`src/hw/rtl/lbmp_pkg.sv`:
```
// ----------------------------------------------------------------------------
// lbmp_pkg
// shared types for the lucas binomial mod prime core
// ----------------------------------------------------------------------------
package lbmp_pkg;

   typedef enum logic [3:0] {
      ST_IDLE,
      ST_DIGIT,
      ST_DIGWAIT,
      ST_CHECK,
      ST_TERM,
      ST_POWSTEP,
      ST_INVMUL,
      ST_DIGMUL,
      ST_DONE
   } state_type;

   typedef enum logic [1:0] {
      DIV_IDLE,
      DIV_RUN,
      DIV_DONE
   } div_state_type;

endpackage

```
`src/hw/rtl/lucas_binomial_mod_prime_core.sv`:
```
// ----------------------------------------------------------------------------
// lucas_binomial_mod_prime_core
// binomial coefficient modulo a prime by lucas's theorem, one shared divider
// ----------------------------------------------------------------------------
// per base-p digit pair, two DIV_BITS-bit divisions for the digits
// (DIV_BITS is the larger of COUNT_BITS and 2*MOD_BITS), then per falling term
// up to (2 + 2*MOD_BITS) divisions
// throughput: one beat at a time, ready only in idle; the shared divider sets
// the pace. synchronous reset returns the sequencer to idle, no result pending
module lucas_binomial_mod_prime_core #(
   parameter int COUNT_BITS = 60,
   parameter int MOD_BITS   = 17
) (
   input  logic                  clock,
   input  logic                  reset,
   input  logic                  req_valid,
   output logic                  req_ready,
   input  logic [COUNT_BITS-1:0] req_top_count,
   input  logic [COUNT_BITS-1:0] req_choose_count,
   input  logic [MOD_BITS-1:0]   req_prime_modulus,
   output logic                  rsp_valid,
   input  logic                  rsp_ready,
   output logic [MOD_BITS-1:0]   rsp_binom_mod
);

   localparam int PROD_BITS = 2 * MOD_BITS;
   localparam int DIV_BITS  = (COUNT_BITS > PROD_BITS) ? COUNT_BITS : PROD_BITS;

   lbmp_pkg::state_type state_ff, state_in;

   logic [COUNT_BITS-1:0] n_ff, n_in, k_ff, k_in;
   logic [MOD_BITS-1:0]   m_ff, m_in;
   logic [MOD_BITS-1:0]   acc_ff, acc_in;     // overall product
   logic [MOD_BITS-1:0]   sb_ff, sb_in;       // small binomial
   logic [MOD_BITS-1:0]   dn_ff, dn_in, dk_ff, dk_in;
   logic [MOD_BITS-1:0]   i_ff, i_in;
   logic [MOD_BITS-1:0]   base_ff, base_in, pacc_ff, pacc_in;
   logic [MOD_BITS-1:0]   exp_ff, exp_in;
   logic [1:0]            phase_ff, phase_in;  // power sub-op select
   logic                  kdig_ff, kdig_in;
   logic [MOD_BITS-1:0]   res_ff, res_in;
   logic                  busy_ff, busy_in;

   logic                  div_start;
   logic [DIV_BITS-1:0]   div_numer;
   logic                  div_done;
   logic [DIV_BITS-1:0]   div_quot;
   logic [MOD_BITS-1:0]   div_rem;

   logic [PROD_BITS-1:0]  mul_a, mul_b, prod;

   lbmp_divider #(.NUM_BITS(DIV_BITS), .DEN_BITS(MOD_BITS)) u_div (
      .clock (clock),
      .reset (reset),
      .start (div_start),
      .numer (div_numer),
      .denom (m_ff),
      .done  (div_done),
      .quot  (div_quot),
      .rem   (div_rem)
   );

   assign prod = mul_a * mul_b;

   always_comb begin
      state_in = state_ff;
      case (state_ff)
         lbmp_pkg::ST_IDLE:
            if (req_valid && !busy_ff) state_in = lbmp_pkg::ST_DIGIT;
         lbmp_pkg::ST_DIGIT:
            if (m_ff < MOD_BITS'(2) || (n_ff == '0 && k_ff == '0))
               state_in = lbmp_pkg::ST_DONE;
            else
               state_in = lbmp_pkg::ST_DIGWAIT;
         lbmp_pkg::ST_DIGWAIT:
            if (div_done && kdig_ff) state_in = lbmp_pkg::ST_CHECK;
         lbmp_pkg::ST_CHECK:
            if (dk_ff > dn_ff)      state_in = lbmp_pkg::ST_DONE;
            else if (i_ff > dk_ff)  state_in = lbmp_pkg::ST_DIGMUL;
            else                    state_in = lbmp_pkg::ST_TERM;
         lbmp_pkg::ST_TERM:
            if (div_done) state_in = lbmp_pkg::ST_POWSTEP;
         lbmp_pkg::ST_POWSTEP:
            if (exp_ff == '0) state_in = lbmp_pkg::ST_INVMUL;
         lbmp_pkg::ST_INVMUL:
            if (div_done) state_in = lbmp_pkg::ST_CHECK;
         lbmp_pkg::ST_DIGMUL:
            if (div_done) state_in = lbmp_pkg::ST_DIGIT;
         lbmp_pkg::ST_DONE:
            state_in = lbmp_pkg::ST_IDLE;
         default:
            state_in = lbmp_pkg::ST_IDLE;
      endcase
   end

   // datapath and divider control
   always_comb begin
      n_in = n_ff;  k_in = k_ff;  m_in = m_ff;
      acc_in = acc_ff;  sb_in = sb_ff;  dn_in = dn_ff;  dk_in = dk_ff;
      i_in = i_ff;  base_in = base_ff;  pacc_in = pacc_ff;  exp_in = exp_ff;
      phase_in = phase_ff;  kdig_in = kdig_ff;  res_in = res_ff;
      busy_in = busy_ff;
      div_start = 1'b0;
      div_numer = '0;
      mul_a = '0;
      mul_b = '0;
      if (rsp_valid && rsp_ready) busy_in = 1'b0;
      case (state_ff)
         lbmp_pkg::ST_IDLE: begin
            if (req_valid && !busy_ff) begin
               n_in = req_top_count;
               k_in = req_choose_count;
               m_in = req_prime_modulus;
               acc_in = MOD_BITS'(1);
            end
         end
         lbmp_pkg::ST_DIGIT: begin
            kdig_in = 1'b0;
            if (!(m_ff < MOD_BITS'(2) || (n_ff == '0 && k_ff == '0))) begin
               div_start = 1'b1;
               div_numer = DIV_BITS'(n_ff);
            end
         end
         lbmp_pkg::ST_DIGWAIT: begin
            if (div_done) begin
               if (!kdig_ff) begin
                  dn_in = div_rem;
                  n_in = div_quot[COUNT_BITS-1:0];
                  kdig_in = 1'b1;
                  div_start = 1'b1;
                  div_numer = DIV_BITS'(k_ff);
               end else begin
                  dk_in = div_rem;
                  k_in = div_quot[COUNT_BITS-1:0];
                  sb_in = MOD_BITS'(1);
                  i_in = MOD_BITS'(1);
               end
            end
         end
         lbmp_pkg::ST_CHECK: begin
            if (dk_ff > dn_ff) begin
               acc_in = '0;
            end else if (i_ff > dk_ff) begin
               mul_a = PROD_BITS'(acc_ff);
               mul_b = PROD_BITS'(sb_ff);
               div_start = 1'b1;
               div_numer = DIV_BITS'(prod);
            end else begin
               // dn - i + 1 is already below m
               mul_a = PROD_BITS'(sb_ff);
               mul_b = PROD_BITS'(dn_ff - i_ff + MOD_BITS'(1));
               div_start = 1'b1;
               div_numer = DIV_BITS'(prod);
            end
         end
         lbmp_pkg::ST_TERM: begin
            if (div_done) begin
               sb_in = div_rem;
               base_in = i_ff;
               pacc_in = MOD_BITS'(1);
               exp_in = m_ff - MOD_BITS'(2);
               phase_in = 2'd0;
            end
         end
         lbmp_pkg::ST_POWSTEP: begin
            // phase 0 issue, 1 wait acc multiply, 2 wait square
            case (phase_ff)
               2'd0: begin
                  if (exp_ff != '0) begin
                     div_start = 1'b1;
                     if (exp_ff[0]) begin
                        mul_a = PROD_BITS'(pacc_ff);
                        mul_b = PROD_BITS'(base_ff);
                        phase_in = 2'd1;
                     end else begin
                        mul_a = PROD_BITS'(base_ff);
                        mul_b = PROD_BITS'(base_ff);
                        phase_in = 2'd2;
                     end
                     div_numer = DIV_BITS'(prod);
                  end else begin
                     mul_a = PROD_BITS'(sb_ff);
                     mul_b = PROD_BITS'(pacc_ff);
                     div_start = 1'b1;
                     div_numer = DIV_BITS'(prod);
                  end
               end
               2'd1: begin
                  if (div_done) begin
                     pacc_in = div_rem;
                     mul_a = PROD_BITS'(base_ff);
                     mul_b = PROD_BITS'(base_ff);
                     div_start = 1'b1;
                     div_numer = DIV_BITS'(prod);
                     phase_in = 2'd2;
                  end
               end
               default: begin
                  if (div_done) begin
                     base_in = div_rem;
                     exp_in = exp_ff >> 1;
                     phase_in = 2'd0;
                  end
               end
            endcase
         end
         lbmp_pkg::ST_INVMUL: begin
            if (div_done) begin
               sb_in = div_rem;
               i_in = i_ff + MOD_BITS'(1);
            end
         end
         lbmp_pkg::ST_DIGMUL: begin
            if (div_done) acc_in = div_rem;
         end
         lbmp_pkg::ST_DONE: begin
            res_in = (m_ff < MOD_BITS'(2)) ? '0 : acc_ff;
            busy_in = 1'b1;
         end
         default: ;
      endcase
   end

   always_ff @(posedge clock) begin
      if (reset) begin
         state_ff <= lbmp_pkg::ST_IDLE;
         busy_ff  <= 1'b0;
         phase_ff <= 2'd0;
         kdig_ff  <= 1'b0;
      end else begin
         state_ff <= state_in;
         busy_ff  <= busy_in;
         phase_ff <= phase_in;
         kdig_ff  <= kdig_in;
      end
      n_ff <= n_in;  k_ff <= k_in;  m_ff <= m_in;
      acc_ff <= acc_in;  sb_ff <= sb_in;  dn_ff <= dn_in;  dk_ff <= dk_in;
      i_ff <= i_in;  base_ff <= base_in;  pacc_ff <= pacc_in;  exp_ff <= exp_in;
      res_ff <= res_in;
   end

   assign req_ready     = (state_ff == lbmp_pkg::ST_IDLE) && !busy_ff;
   assign rsp_valid     = busy_ff;
   assign rsp_binom_mod = res_ff;

   a_no_accept_busy: assert property (@(posedge clock) disable iff (reset)
      busy_ff |-> !req_ready)
      else $error("input taken while result pending");
   a_result_held: assert property (@(posedge clock) disable iff (reset)
      (rsp_valid && !rsp_ready) |=> (rsp_valid && $stable(rsp_binom_mod)))
      else $error("result dropped");
   a_digit_order: assert property (@(posedge clock) disable iff (reset)
      (state_ff == lbmp_pkg::ST_CHECK) |-> (dn_ff < m_ff && dk_ff < m_ff))
      else $error("digit not reduced");

endmodule

```
`src/hw/rtl/lbmp_divider.sv`:
```
// ----------------------------------------------------------------------------
// lbmp_divider
// restoring divider, one quotient bit per cycle, quotient and remainder
// ----------------------------------------------------------------------------
module lbmp_divider #(
   parameter int NUM_BITS = 64,
   parameter int DEN_BITS = 31
) (
   input  logic                clock,
   input  logic                reset,
   input  logic                start,
   input  logic [NUM_BITS-1:0] numer,
   input  logic [DEN_BITS-1:0] denom,
   output logic                done,
   output logic [NUM_BITS-1:0] quot,
   output logic [DEN_BITS-1:0] rem
);

   localparam int CNT_BITS = $clog2(NUM_BITS + 1);

   lbmp_pkg::div_state_type state_ff, state_in;
   logic [NUM_BITS-1:0] quot_ff, quot_in;
   logic [DEN_BITS:0]   rem_ff, rem_in;
   logic [DEN_BITS-1:0] den_ff, den_in;
   logic [CNT_BITS-1:0] cnt_ff, cnt_in;
   logic [DEN_BITS:0]   trial;

   always_comb begin
      trial = {rem_ff[DEN_BITS-1:0], quot_ff[NUM_BITS-1]};
   end

   always_comb begin
      state_in = state_ff;
      case (state_ff)
         lbmp_pkg::DIV_IDLE: if (start) state_in = lbmp_pkg::DIV_RUN;
         lbmp_pkg::DIV_RUN:  if (cnt_ff == CNT_BITS'(1)) state_in = lbmp_pkg::DIV_DONE;
         lbmp_pkg::DIV_DONE: begin
            // a new division may be issued in the cycle the last one completes
            if (start) state_in = lbmp_pkg::DIV_RUN;
            else       state_in = lbmp_pkg::DIV_IDLE;
         end
         default:            state_in = lbmp_pkg::DIV_IDLE;
      endcase
   end

   always_comb begin
      quot_in = quot_ff;
      rem_in  = rem_ff;
      den_in  = den_ff;
      cnt_in  = cnt_ff;
      if ((state_ff inside {lbmp_pkg::DIV_IDLE, lbmp_pkg::DIV_DONE}) && start) begin
         quot_in = numer;
         rem_in  = '0;
         den_in  = denom;
         cnt_in  = CNT_BITS'(NUM_BITS);
      end else if (state_ff == lbmp_pkg::DIV_RUN) begin
         cnt_in = cnt_ff - CNT_BITS'(1);
         if (trial >= {1'b0, den_ff}) begin
            rem_in  = trial - {1'b0, den_ff};
            quot_in = {quot_ff[NUM_BITS-2:0], 1'b1};
         end else begin
            rem_in  = trial;
            quot_in = {quot_ff[NUM_BITS-2:0], 1'b0};
         end
      end
   end

   always_ff @(posedge clock) begin
      if (reset) begin
         state_ff <= lbmp_pkg::DIV_IDLE;
      end else begin
         state_ff <= state_in;
      end
      quot_ff <= quot_in;
      rem_ff  <= rem_in;
      den_ff  <= den_in;
      cnt_ff  <= cnt_in;
   end

   assign done = (state_ff == lbmp_pkg::DIV_DONE);
   assign quot = quot_ff;
   assign rem  = rem_ff[DEN_BITS-1:0];

   a_rem_below: assert property (@(posedge clock) disable iff (reset)
      done |-> (rem_ff < {1'b0, den_ff}))
      else $error("remainder not reduced");
   a_start_idle: assert property (@(posedge clock) disable iff (reset)
      (state_ff == lbmp_pkg::DIV_RUN) |=> (state_ff != lbmp_pkg::DIV_IDLE))
      else $error("divider left run early");
   a_done_pulse: assert property (@(posedge clock) disable iff (reset)
      done |=> !done)
      else $error("done held");

endmodule
```
`config.mk`:
```
export PLATFORM = sky130hd
export DESIGN_NAME = lucas_binomial_mod_prime_core
export DESIGN_NICKNAME = d
export VERILOG_FILES = /design/src/hw/rtl/lbmp_pkg.sv /design/src/hw/rtl/lucas_binomial_mod_prime_core.sv /design/src/hw/rtl/lbmp_divider.sv
export SDC_FILE = /design/constraint.sdc
export NUM_CORES = 2
export LEC_CHECK = 0
export BUFFER_PORTS_ARGS = -buffer_cell sky130_fd_sc_hd__buf_4
export CAP_MARGIN = 40
export CORE_MARGIN = 10
export CORE_UTILIZATION = 50
export CTS_CLUSTER_DIAMETER = 200
export DETAILED_ROUTE_END_ITERATION = 12
export PLACE_DENSITY = 0.68
export SKIP_LAST_GASP = 1
export SLEW_MARGIN = 10
export SYNTH_ARGS = -nofsm -noshare
export SYNTH_HDL_FRONTEND = slang
export SYNTH_SLANG_ARGS = --single-unit
```
`constraint.sdc`:
```
create_clock -name clock -period 28.3 [get_ports clock]
set_input_delay 2.83 -clock clock [delete_from_list [all_inputs] [get_ports clock]]
set_output_delay 2.83 -clock clock [all_outputs]
set_load 0.03 [all_outputs]
```
# Yosys cells after proc, flatten, opt, wreduce, memory -nomap -nowiden

Index checks and enable logic that the tools add are counted.
W data, S select, Z words.

Flip-flop bits (word level): 400
Bits in latches: 0
Bits in writable memories: 0
Bits in read-only memories: 0
Input bits: 141
Output and inout bits: 19
Logic and storage cells: 184
Memories kept: 0

$add $sub $neg: 6
$mul: 1
Divide/modulo/power cells: 0
Magnitude comparators: 4
Eq/ne operators: 30
Shift-type cells: 0
Mux-type cells: 81
Bitwise gates (word level): 1
Reductions and logical operators: 40

Operator list:

| operator                | count |
|---|---|
| $mux W60                | 11 |
| $mux W17                | 19 |
| $pmux W34 S2            | 4 |
| $pmux W60 S2            | 2 |
| $pmux W60 S4            | 1 |
| $pmux W17 S2            | 6 |
| $mux W34                | 5 |
| $logic_not A60 Y1       | 2 |
| $pmux W17 S3            | 1 |
| $gt A17 B17 Y1          | 2 |
| $mul A34 B34 Y34        | 1 |
| $mux W4                 | 8 |
| $pmux W4 S8             | 1 |
| $reduce_and A4 Y1       | 7 |
| $ne A2 B2 Y1 const B    | 13 |
| $add A18 B2 Y19 const B | 1 |
| $ge A18 B17 Y1          | 1 |
| $sub A17 B17 Y18        | 1 |
| $add A17 B1 Y17 const B | 1 |
| $logic_not A17 Y1       | 1 |
| $lt A17 B2 Y1 const B   | 1 |
| $reduce_bool A17 Y1     | 1 |
| $sub A17 B17 Y17        | 1 |
| $sub A17 B2 Y17 const B | 1 |
| other kinds (28)        | 71 |

# Logic depth before layout (Yosys ltp)

Depth after elaboration: 10
Gate-level depth with buffers: 43
Mapped depth without buffers: 43

# Modules after synthesis

A second synthesis with hierarchy kept.

Cell total of the unflattened synthesis: 3569
Area total of the unflattened synthesis: 34526.9 µm²

Modules (own cells, without submodules):

| module                        | instances | cells an instance | area an instance (µm²) | sequential area each (µm²) |
|---|---|---|---|---|
| lucas_binomial_mod_prime_core | 1         | 3051              | 29468.3                | 8868.5 |
| lbmp_divider                  | 1         | 518               | 5058.6                 | 2812.7 |

# Worst setup path before layout

No wires, ideal clock.

Kind: reg-to-reg
From: reg i_ff[0]
To: reg u_div.quot_ff[33] (netlist: u_div.quot[33]), data pin
Setup time: 0.264 ns
Arrival: 9.157 ns
Data required time: 28.036 ns
Slack: 18.879 ns
Stages on the path, launching flop included: 42
Path buffers: 1
Period minus slack after synthesis: 9.421 ns
Path through: edfxtp_1 > ha_1 > fa_1 > and2b_1 > o21ai_1 > xnor2_1 > nand4_1 > nor4bb_2 > and4_4 > nand3_1 > xor2_1 > nor2_1 > a21oi_1 > o21a_1 > buf_2 > nor2_1 > fa_1 > inv_1 > (+6 left out) > inv_1 > fa_1 > fa_1 > inv_1 > fa_1 > inv_1 > ha_1 > a21o_1 > a21o_1 > a21oi_1 > o21ai_0 > a21o_1 > a41o_1 > nor4_1 > nor3_1 > xnor2_1 > xor2_1 > o22ai_2

Word-level cells in the longest chain between the ends: 10
Elaborated cells between the ends (all ways): 15
Classes of those cells: 2 x add/sub; 1 x mul; 1 x order compare; 11 x mux

RTL lines:

| element                | RTL line                             | RTL |
|---|---|---|
| from (decl)            | lucas_binomial_mod_prime_core.sv:36  | `logic [MOD_BITS-1:0] i_ff, i_in;` |
| from (signal assigned) | lucas_binomial_mod_prime_core.sv:238 | `i_ff <= i_in; base_ff <= base_in; pacc_ff <= pacc_in; exp_ff <= exp_in;` |
| $sub A17 B17 Y18       | lucas_binomial_mod_prime_core.sv:151 | `mul_b = PROD_BITS'(dn_ff - i_ff + MOD_BITS'(1));` |
| $add A18 B2 Y19        | lucas_binomial_mod_prime_core.sv:151 |  |
| $mux W34               | lucas_binomial_mod_prime_core.sv:143 | `end else if (i_ff > dk_ff) begin` |
| $mux W34               | lucas_binomial_mod_prime_core.sv:141 | `if (dk_ff > dn_ff) begin` |
| $pmux W34 S2           | lucas_binomial_mod_prime_core.sv:108 | `case (state_ff)` |
| $mul A34 B34 Y34 (*)   | lucas_binomial_mod_prime_core.sv:63  | `assign prod = mul_a * mul_b;` |
| $mux W34               | lucas_binomial_mod_prime_core.sv:189 | `if (div_done) begin` |
| $pmux W34 S2           | lucas_binomial_mod_prime_core.sv:167 | `case (phase_ff)` |
| $pmux W60 S4 (*)       | lucas_binomial_mod_prime_core.sv:108 |  |
| $mux W60 (*)           | lbmp_divider.sv:51                   | `if ((state_ff inside {lbmp_pkg::DIV_IDLE, lbmp_pkg::DIV_DONE}) && start) begin` |
| via u_div.quot_in[33]  | lbmp_divider.sv:22                   | `logic [NUM_BITS-1:0] quot_ff, quot_in;` |
| to (signal assigned)   | lbmp_divider.sv:74                   | `quot_ff <= quot_in;` |
| to (decl)              | lbmp_divider.sv:22                   |  |

Mark *: on every way through the listed nets, which the timed path passes. The rest lies on a longest branch.
A chain may end at the register's enable or synchronous reset.

# Final worst setup path

From: reg i_ff[0]
To: reg u_div.quot_ff[32] (netlist: u_div.quot[32]), data pin

Same word-level chain as after synthesis.

==> results.json <==
{
  "status": "finished clean",
  "wl_met1_um": 40040,
  "critical_path_class": "flip-flop to flip-flop",
  "worstMarginPinSlew_ns": 0.9711,
  "grt_use_total_pct": 24.88,
  "min_to": "u_div.den_ff[4]",
  "drive_gt1_share_pct": 9.420,
  "htree_levels": 2,
  "r2r_setup_slack_ns": 17.46,
  "crit_fanout": 17,
  "vdd_ir_drop_max_mv": 0.05051,
  "ios": 160,
  "finalWirelength_um": 96840,
  "start_util_pct": 50.44,
  "place_congestion": 0.9393,
  "setup_violations": 0,
  "worstPathRequired_ns": 28.61,
  "cp-end-kind": "flip-flop",
  "area_growth_pct": 11.35,
  "cts-resized-gates": 0,
  "period_share_pct": 38.30,
  "grt_pass1_vias": 26720,
  "highest_layer": "met4",
  "root_buffer": "clkbuf_16",
  "synth_area_leaders": "edfxtp_1 (32%), fa_1 (19%), ha_1 (9.0%)",
  "nets": 4297,
  "wl_met2_um": 43490,
  "vias": 25970,
  "cts_tree": "done",
  "cts_hold_buf": 0,
  "synth_cells": 3463,
  "synth_seq_cells": 400,
  "grt_pass1_wl_um": 153200,
  "fp.dieArea_um2": 78690,
  "holdCritStartpoint": "m_ff[4]",
  "syn-mean-instance-area_um2": 9.799,
  "syn_nets": 4174,
  "core_area_um2": 67280,
  "fin_ws_ns": 17.46,
  "port_buffers": 159,
  "rsz0062_at_grt": "false",
  "route.met3.wl_um": 9416,
  "fmax_ghz": 0.09225,
  "postCtsSetupBuffers": 0,
  "preCtsSetupSlack_ns": 17.62,
  "layout_common_cells": "nand2_1 (601), inv_1 (477), edfxtp_1 (367), fa_1 (327), nor2_1 (255)",
  "synth_ff_type": "edfxtp_1",
  "layout_commonest_cell": "nand2_1",
  "drc_errors": 0,
  "worstReg2RegEnd": "u_div.quot[32]",
  "hpwl_um": 74380,
  "cpMostUsedCell": "fa_1",
  "ys_seq_area_share_pct": 34.42,
  "antenna_left": 0,
  "clkSinkCount": 400,
  "fill_cells": 5981,
  "syn-cell-area_um2": 33940,
  "seqCellArea_um2": 11680,
  "r2r_cells": 38,
  "period_needed_ns": 10.84,
  "path_clk_slew_ns": 0.06,
  "yosys.cell_types.count": 83,
  "slowest_delay_ns": 0.71,
  "yosys_warnings": 0,
  "firstDrtPassIters": 8,
  "overflow": 0,
  "cts.path.max_buffers": 3,
  "grt_max_degree": 78,
  "drtIter0Drc": 2896,
  "cp-start-kind": "flip-flop",
  "routed_via_density": 5.775,
  "slew_headroom_pct": 35.02,
  "hold_path_class": "flip-flop to flip-flop",
  "finalHoldViolCount": 0,
  "clock_skew_ns": 0.04598,
  "insertion_delay_ns": 0.61,
  "p_per_area_nw_per_um2": 56.00,
  "wl_per_cell_um": 21.54,
  "synth_top_area_cell": "edfxtp_1",
  "floorplan.rows": 95,
  "leakagePower_nw": 16.50,
  "die-height_um": 280.5,
  "antenna_found_initial": 1,
  "crit_slowest_cell": "o32a_1",
  "maxSlewViolCount": 0,
  "hold_depth": 0,
  "tns_ns": 0,
  "cap_violations": 0,
  "die_w_um": 280.5,
  "synthArstFlopShare_pct": 0,
  "cts_inserted_buffers": 45,
  "synth_top_cell_area_share_pct": 32.48,
  "arrival_ns": 11.15,
  "synth_edf_count": 367,
  "r2r-start": "i_ff[0]",
  "multi_input_area_um2": 20000
}
metrics by stage:
step                      power [W]  instances  utilization, %  area, µm²  hold slack [ns]
after global placement     0.001509       4391           53.58      36050           0.4788
after CTS                  0.002108       4492           56.11      37750           0.4963
after floorplan            0.001301       3463               -      33940           0.4262
final                      0.002116       4496           56.17      37790           0.4898
after global routing       0.002219       4493           56.15      37780           0.5185
after detailed placement   0.001533       4411           53.98      36320           0.4821
flip-flops by register name, indices dropped and copies added, names as in the netlist, 2 cells and up:
name,count
m_ff,17
pacc_ff,17
rsp_binom_mod,17
state_ff,4
k_ff,60
phase_ff,2
exp_ff,17
acc_ff,17
dk_ff,17
i_ff,17
base_ff,17
u_div.den_ff,17
dn_ff,17
u_div.quot,60
u_div.state_ff,2
u_div.cnt_ff,6
n_ff,60
sb_ff,17
u_div.rem_ff,17
cells in the mapped netlist (4+ instances only):
| master | n |
|---|---|
| a211oi_1 | 7 |
| a21boi_0 | 10 |
| a21o_1 | 39 |
| a21oi_1 | 87 |
| a221oi_1 | 5 |
| a222oi_1 | 30 |
| a22o_1 | 4 |
| a22oi_1 | 47 |
| a31oi_1 | 8 |
| and2_1 | 42 |
| and3_1 | 27 |
| buf_1 | 12 |
| buf_2 | 20 |
| clkbuf_1 | 107 |
| dfxtp_1 | 33 |
| edfxtp_1 | 367 |
| fa_1 | 327 |
| ha_1 | 243 |
| inv_1 | 477 |
| mux2_2 | 6 |
| mux2i_1 | 59 |
| nand2_1 | 602 |
| nand2b_1 | 27 |
| nand3_1 | 45 |
| nand3b_1 | 4 |
| nand4_1 | 24 |
| nor2_1 | 259 |
| nor2b_1 | 49 |
| nor3_1 | 27 |
| nor4_1 | 45 |
| o211ai_1 | 9 |
| o21a_1 | 26 |
| o21ai_0 | 137 |
| o21ai_1 | 14 |
| o22a_1 | 8 |
| o22ai_1 | 8 |
| o22ai_2 | 5 |
| o31ai_1 | 9 |
| or2_2 | 20 |
| or3_1 | 13 |
| xnor2_1 | 88 |
| xor2_1 | 24 |
per-layer routing:
metal | GRT usage, % | up-vias
met3 | 4.922 | 226
met1 | 33.89 | 12590
met4 | 9.402 | 0
met2 | 38.81 | 1309
li1 | - | 11840
met5 | 0 | -
area by class of cell:
type                    instances  share of cell area, %
diodes                          3                0.01987
clock buffers                  59                  3.146
clock inverters                22                 0.6523
inverters                     478                  4.748
multi-input cells            2443                  52.93
flip-flops and latches        400                  30.91
well taps                     873                  2.891
repair buffers                218                  4.695
worst max-delay path: cells and delay by family (launching register included):
family / cells / cell delay, ns
DFF: 1 / 0.45
and+or+nand+nor: 10 / 2.11
buffers and inverters: 6 / 0.39
AOI/OAI and AO/OA: 8 / 2.28
adders and majority gates: 11 / 4.72
xor gates and xnor gates: 3 / 0.59
where the power goes:
group	switching, W	internal (W)	total (W)
clock	0.000250	0.000327	0.000577
sequential	0.000121	0.000850	0.000971
combinational	0.000376	0.000191	0.000568
worst max path at each step:
| stage | startpoint | to | slack, ns |
|---|---|---|---|
| 2_1_floorplan | i_ff[0] | u_div.quot[33] | 18.88 |
| 3_3_place_gp | i_ff[0] | u_div.quot[27] | 17.78 |
| 3_5_place_dp | i_ff[0] | u_div.quot[32] | 17.62 |
| 4_1_cts | i_ff[0] | u_div.quot[32] | 17.54 |
| 5_1_grt | i_ff[0] | u_div.quot[27] | 16.85 |
| 6_report | i_ff[0] | u_div.quot[32] | 17.46 |
cell families (layout without fill, tap and decap cells):
group / count (synthesis) / after routing / synth area share, %
AND/OR/NAND/NOR: 1202 / 1202 / 15.78
buffers and inverters: 620 / 777 / 6.965
adder cells (fa/ha/maj): 570 / 570 / 28.25
AO/OA/AOI/OAI: 491 / 491 / 9.653
flip-flops: 400 / 400 / 34.42
XOR/XNOR: 112 / 112 / 2.891
multiplexers: 68 / 68 / 2.039
other: 0 / 3 / 0
Note: power is estimated with default switching activity, not from simulation.
